==> src/rtl/core/dats_ram.sv <==
// Generic single-write, single-read synchronous RAM with registered read data.
// No dependencies.
module dats_ram #(
	parameter int DEPTH = 64,
	parameter int WIDTH = 8,
	localparam int AW = $clog2(DEPTH)
) (
	input  logic             clk,
	input  logic             we,
	input  logic [AW-1:0]    waddr,
	input  logic [WIDTH-1:0] wdata,
	input  logic [AW-1:0]    raddr,
	output logic [WIDTH-1:0] rdata
);
	logic [WIDTH-1:0] mem [DEPTH];

	always_ff @(posedge clk) begin
		if (we) begin
			mem[waddr] <= wdata;
		end
		rdata <= mem[raddr];
	end
endmodule

==> config.mk <==
export PLATFORM = sky130hd
export DESIGN_NAME = dats_ram
export DESIGN_NICKNAME = d
export VERILOG_FILES = /design/src/rtl/core/dats_ram.sv
export SDC_FILE = /design/constraint.sdc
export NUM_CORES = 1
export LEC_CHECK = 0
export ABC_AREA = 1
export BUFFER_PORTS_ARGS = -buffer_cell sky130_fd_sc_hd__buf_2
export CELL_PAD_IN_SITES_DETAIL_PLACEMENT = 1
export CELL_PAD_IN_SITES_GLOBAL_PLACEMENT = 1
export CORE_MARGIN = 8
export CORE_UTILIZATION = 30
export CTS_BUF_LIST = sky130_fd_sc_hd__clkbuf_2 sky130_fd_sc_hd__clkbuf_4 sky130_fd_sc_hd__clkbuf_8
export CTS_CLUSTER_DIAMETER = 60
export DETAILED_ROUTE_END_ITERATION = 10
export GPL_ROUTABILITY_DRIVEN = 0
export MAX_ROUTING_LAYER = met4
export PLACE_DENSITY_LB_ADDON = 0.25
export SLEW_MARGIN = 40
export SYNTH_ARGS = -nofsm -noshare
export SYNTH_HDL_FRONTEND = slang
export SYNTH_SLANG_ARGS = --single-unit
==> constraint.sdc <==
create_clock -name clk -period 3.05 [get_ports clk]
set_input_delay 0.61 -clock clk [delete_from_list [all_inputs] [get_ports clk]]
set_output_delay 0.61 -clock clk [all_outputs]
set_load 0.02 [all_outputs]
==> run metrics <==
status=finished clean; clock sinks=520; CTS tree=done; Iter 0 DRT Violations=916; root buf cell=clkbuf_8; chip height=283 um; crit path cell chain=buf_2; Tmin final=2.04 ns; Final Cycle Share=0.670; layout cells sized above 1=0.152; CP max-delay cell=dfxtp_1; synth unique cells=16; Mapped Area=0.0213 mm^2; Power Dens Cells=620 mW/mm^2; EDFF count, synth=512; Die W=283 um; htree depth=3; worst hold path startpoint=raddr[5]; commonest non-fill, non-tap cell in the layout=nand2_1; Post-Route M1 WL=30700 um; Worst R2R Path Depth=8; # rows=97; GR Util All Layers=0.168; setup TNS=0 ns; Rel. slew slack=0.541; ys async rst share=0; worst setup path endpoint=rdata[0]; Initial Util=0.304; met2 WL=30200 um; Post-DP HPWL=40100 um; vias in the first global route=15.1k; CORE AREA=0.0703 mm^2; grt total ovfl=0; Final ANT Viol Nets=0; WL/cell=22.1 um; FF-to-FF Start=mem[61][5]; Initial DRT Pass Iterations=5; net count after synthesis=1827; Final nets=1958; area overhead of the layout relative to synthesis=16.4%; crit start category=flip-flop; largest net degree at the start of global routing=67; cell depth of the worst hold path=3; clk_skew=0.0298 ns; Yosys Warn Count=0; Post-route DRC=0; post_cts resized=0; Yosys reg bits=520; arrival time worst endpoint=1.43 ns; CTS buffer count=91; WP data required=2.44 ns; most frequent cells in the layout=nand2_1, edfxtp_1, nand3_1, buf_4, clkbuf_8; CTS Hold Bufs=0; crit-path leading delay family=flip-flops; Routed met3 length=2710 um; capturing point of the worst reg2reg path=rdata[5]; Max VDD drop=0.536 mV; final core utilization=0.353; CP peak stage delay=0.50 ns; Top Ports=30; unrepaired setup endpoints after global routing=no; worst skew pair latency=0.69 ns; stages on the worst setup path=1; Max Fclk=490 MHz; final setup vio count=0; HP Class=input pin to flip-flop; Syn Area/Cell=11.8 um^2; synthesized netlist cell count=1805; Crit Path Max Fanout=1; CTS clock-pin slew for the worst setup and hold paths=0.06 ns; Setup CP Type=flip-flop to output port; via count=14.4k; Post-synth top flop=edfxtp_1; Worst Setup End Kind=output port; Seq/Total Area, Yosys=0.728; Via density=4.88; MaxCap Viol Count=0; P_leak=9.05 nW; global-route wire length before repair=97200 um; Longest Clk Path Bufs=3; total die area=0.0799 mm^2; critical path buffer and inverter count=1; IO buf count=29; Hold Fails Final Rpt=0; CP Launch Point=rdata[0]; antenna violations before repair=2; Post-CTS Setup Bufs=0; Slew Limit Fails=0; R2R Setup Slk=1.51 ns; Post-Route WL=65100 um; top routing layer in use=met4; worst-margin pin slew=0.688 ns
[per-layer routing]
layer,GRT usage,up-vias
met5,-,-
met4,0.0464,0
met3,0.0290,110
met2,0.263,309
met1,0.224,7358
li1,-,6628
[state kept, by name, summed over array words and instances (netlist names)]
name / flops
rdata: 8
mem: 512
[synth_stat cells, types with 9 or more instances]
cell type	count	area, um^2
buf_1	10	37.5
buf_2	37	185
buf_4	14	105
buf_6	35	394
clkbuf_1	15	56.3
edfxtp_1	512	15400
inv_1	10	37.5
nand2_1	648	2430
nand3_1	439	2200
nand4_1	9	56.3
nor2_1	56	210
[stage by stage]
stage / worst slack, ns / instances / cell area [um^2] / power (mW) / hold slack (ns)
global route: 0.948 / 2951 / 24800 / 16.0 / 0.333
detailed placement: 0.337 / 2783 / 23000 / 9.14 / 0.814
global placement: 0.322 / 2783 / 23000 / 9.14 / 0.791
CTS: 0.936 / 2949 / 24800 / 15.6 / 0.284
finish: 1.01 / 2951 / 24800 / 15.4 / 0.363
floorplan: 0.674 / 1805 / 21300 / 8.65 / 0.709
[final cells by class]
| type | count | area [um^2] |
|---|---|---|
| sequential | 520 | 15500 |
| fill | 7715 | 45400 |
| tap | 940 | 1180 |
| clock buffer | 140 | 1670 |
| antenna | 2 | 5.00 |
| inverter | 12 | 55.1 |
| multi-input combinational | 1160 | 4950 |
| timing repair buffer | 151 | 1300 |
| clock inverter | 26 | 151 |
[worst min path at each step]
stage / end
floorplan: mem[0][0]
global placement: rdata[3]
detailed placement: rdata[3]
CTS: rdata[0]
global route: rdata[0]
finish: rdata[3]
[cells by family (layout without fill, tap and decap cells)]
kind of cell	count (synthesis)	after routing	share of synthesized area
and+or+nand+nor	1160	1160	0.232
DFF	520	520	0.728
buffers and inverters	125	329	0.0402
other	0	2	0
[power by group]
group	internal (mW)	switching [mW]	total, mW
clock network	3.57	2.86	6.42
registers	7.91	0.0282	7.94
logic	0.270	0.769	1.04
total	11.7	3.66	15.4
Note: power is estimated with default switching activity, not from simulation.
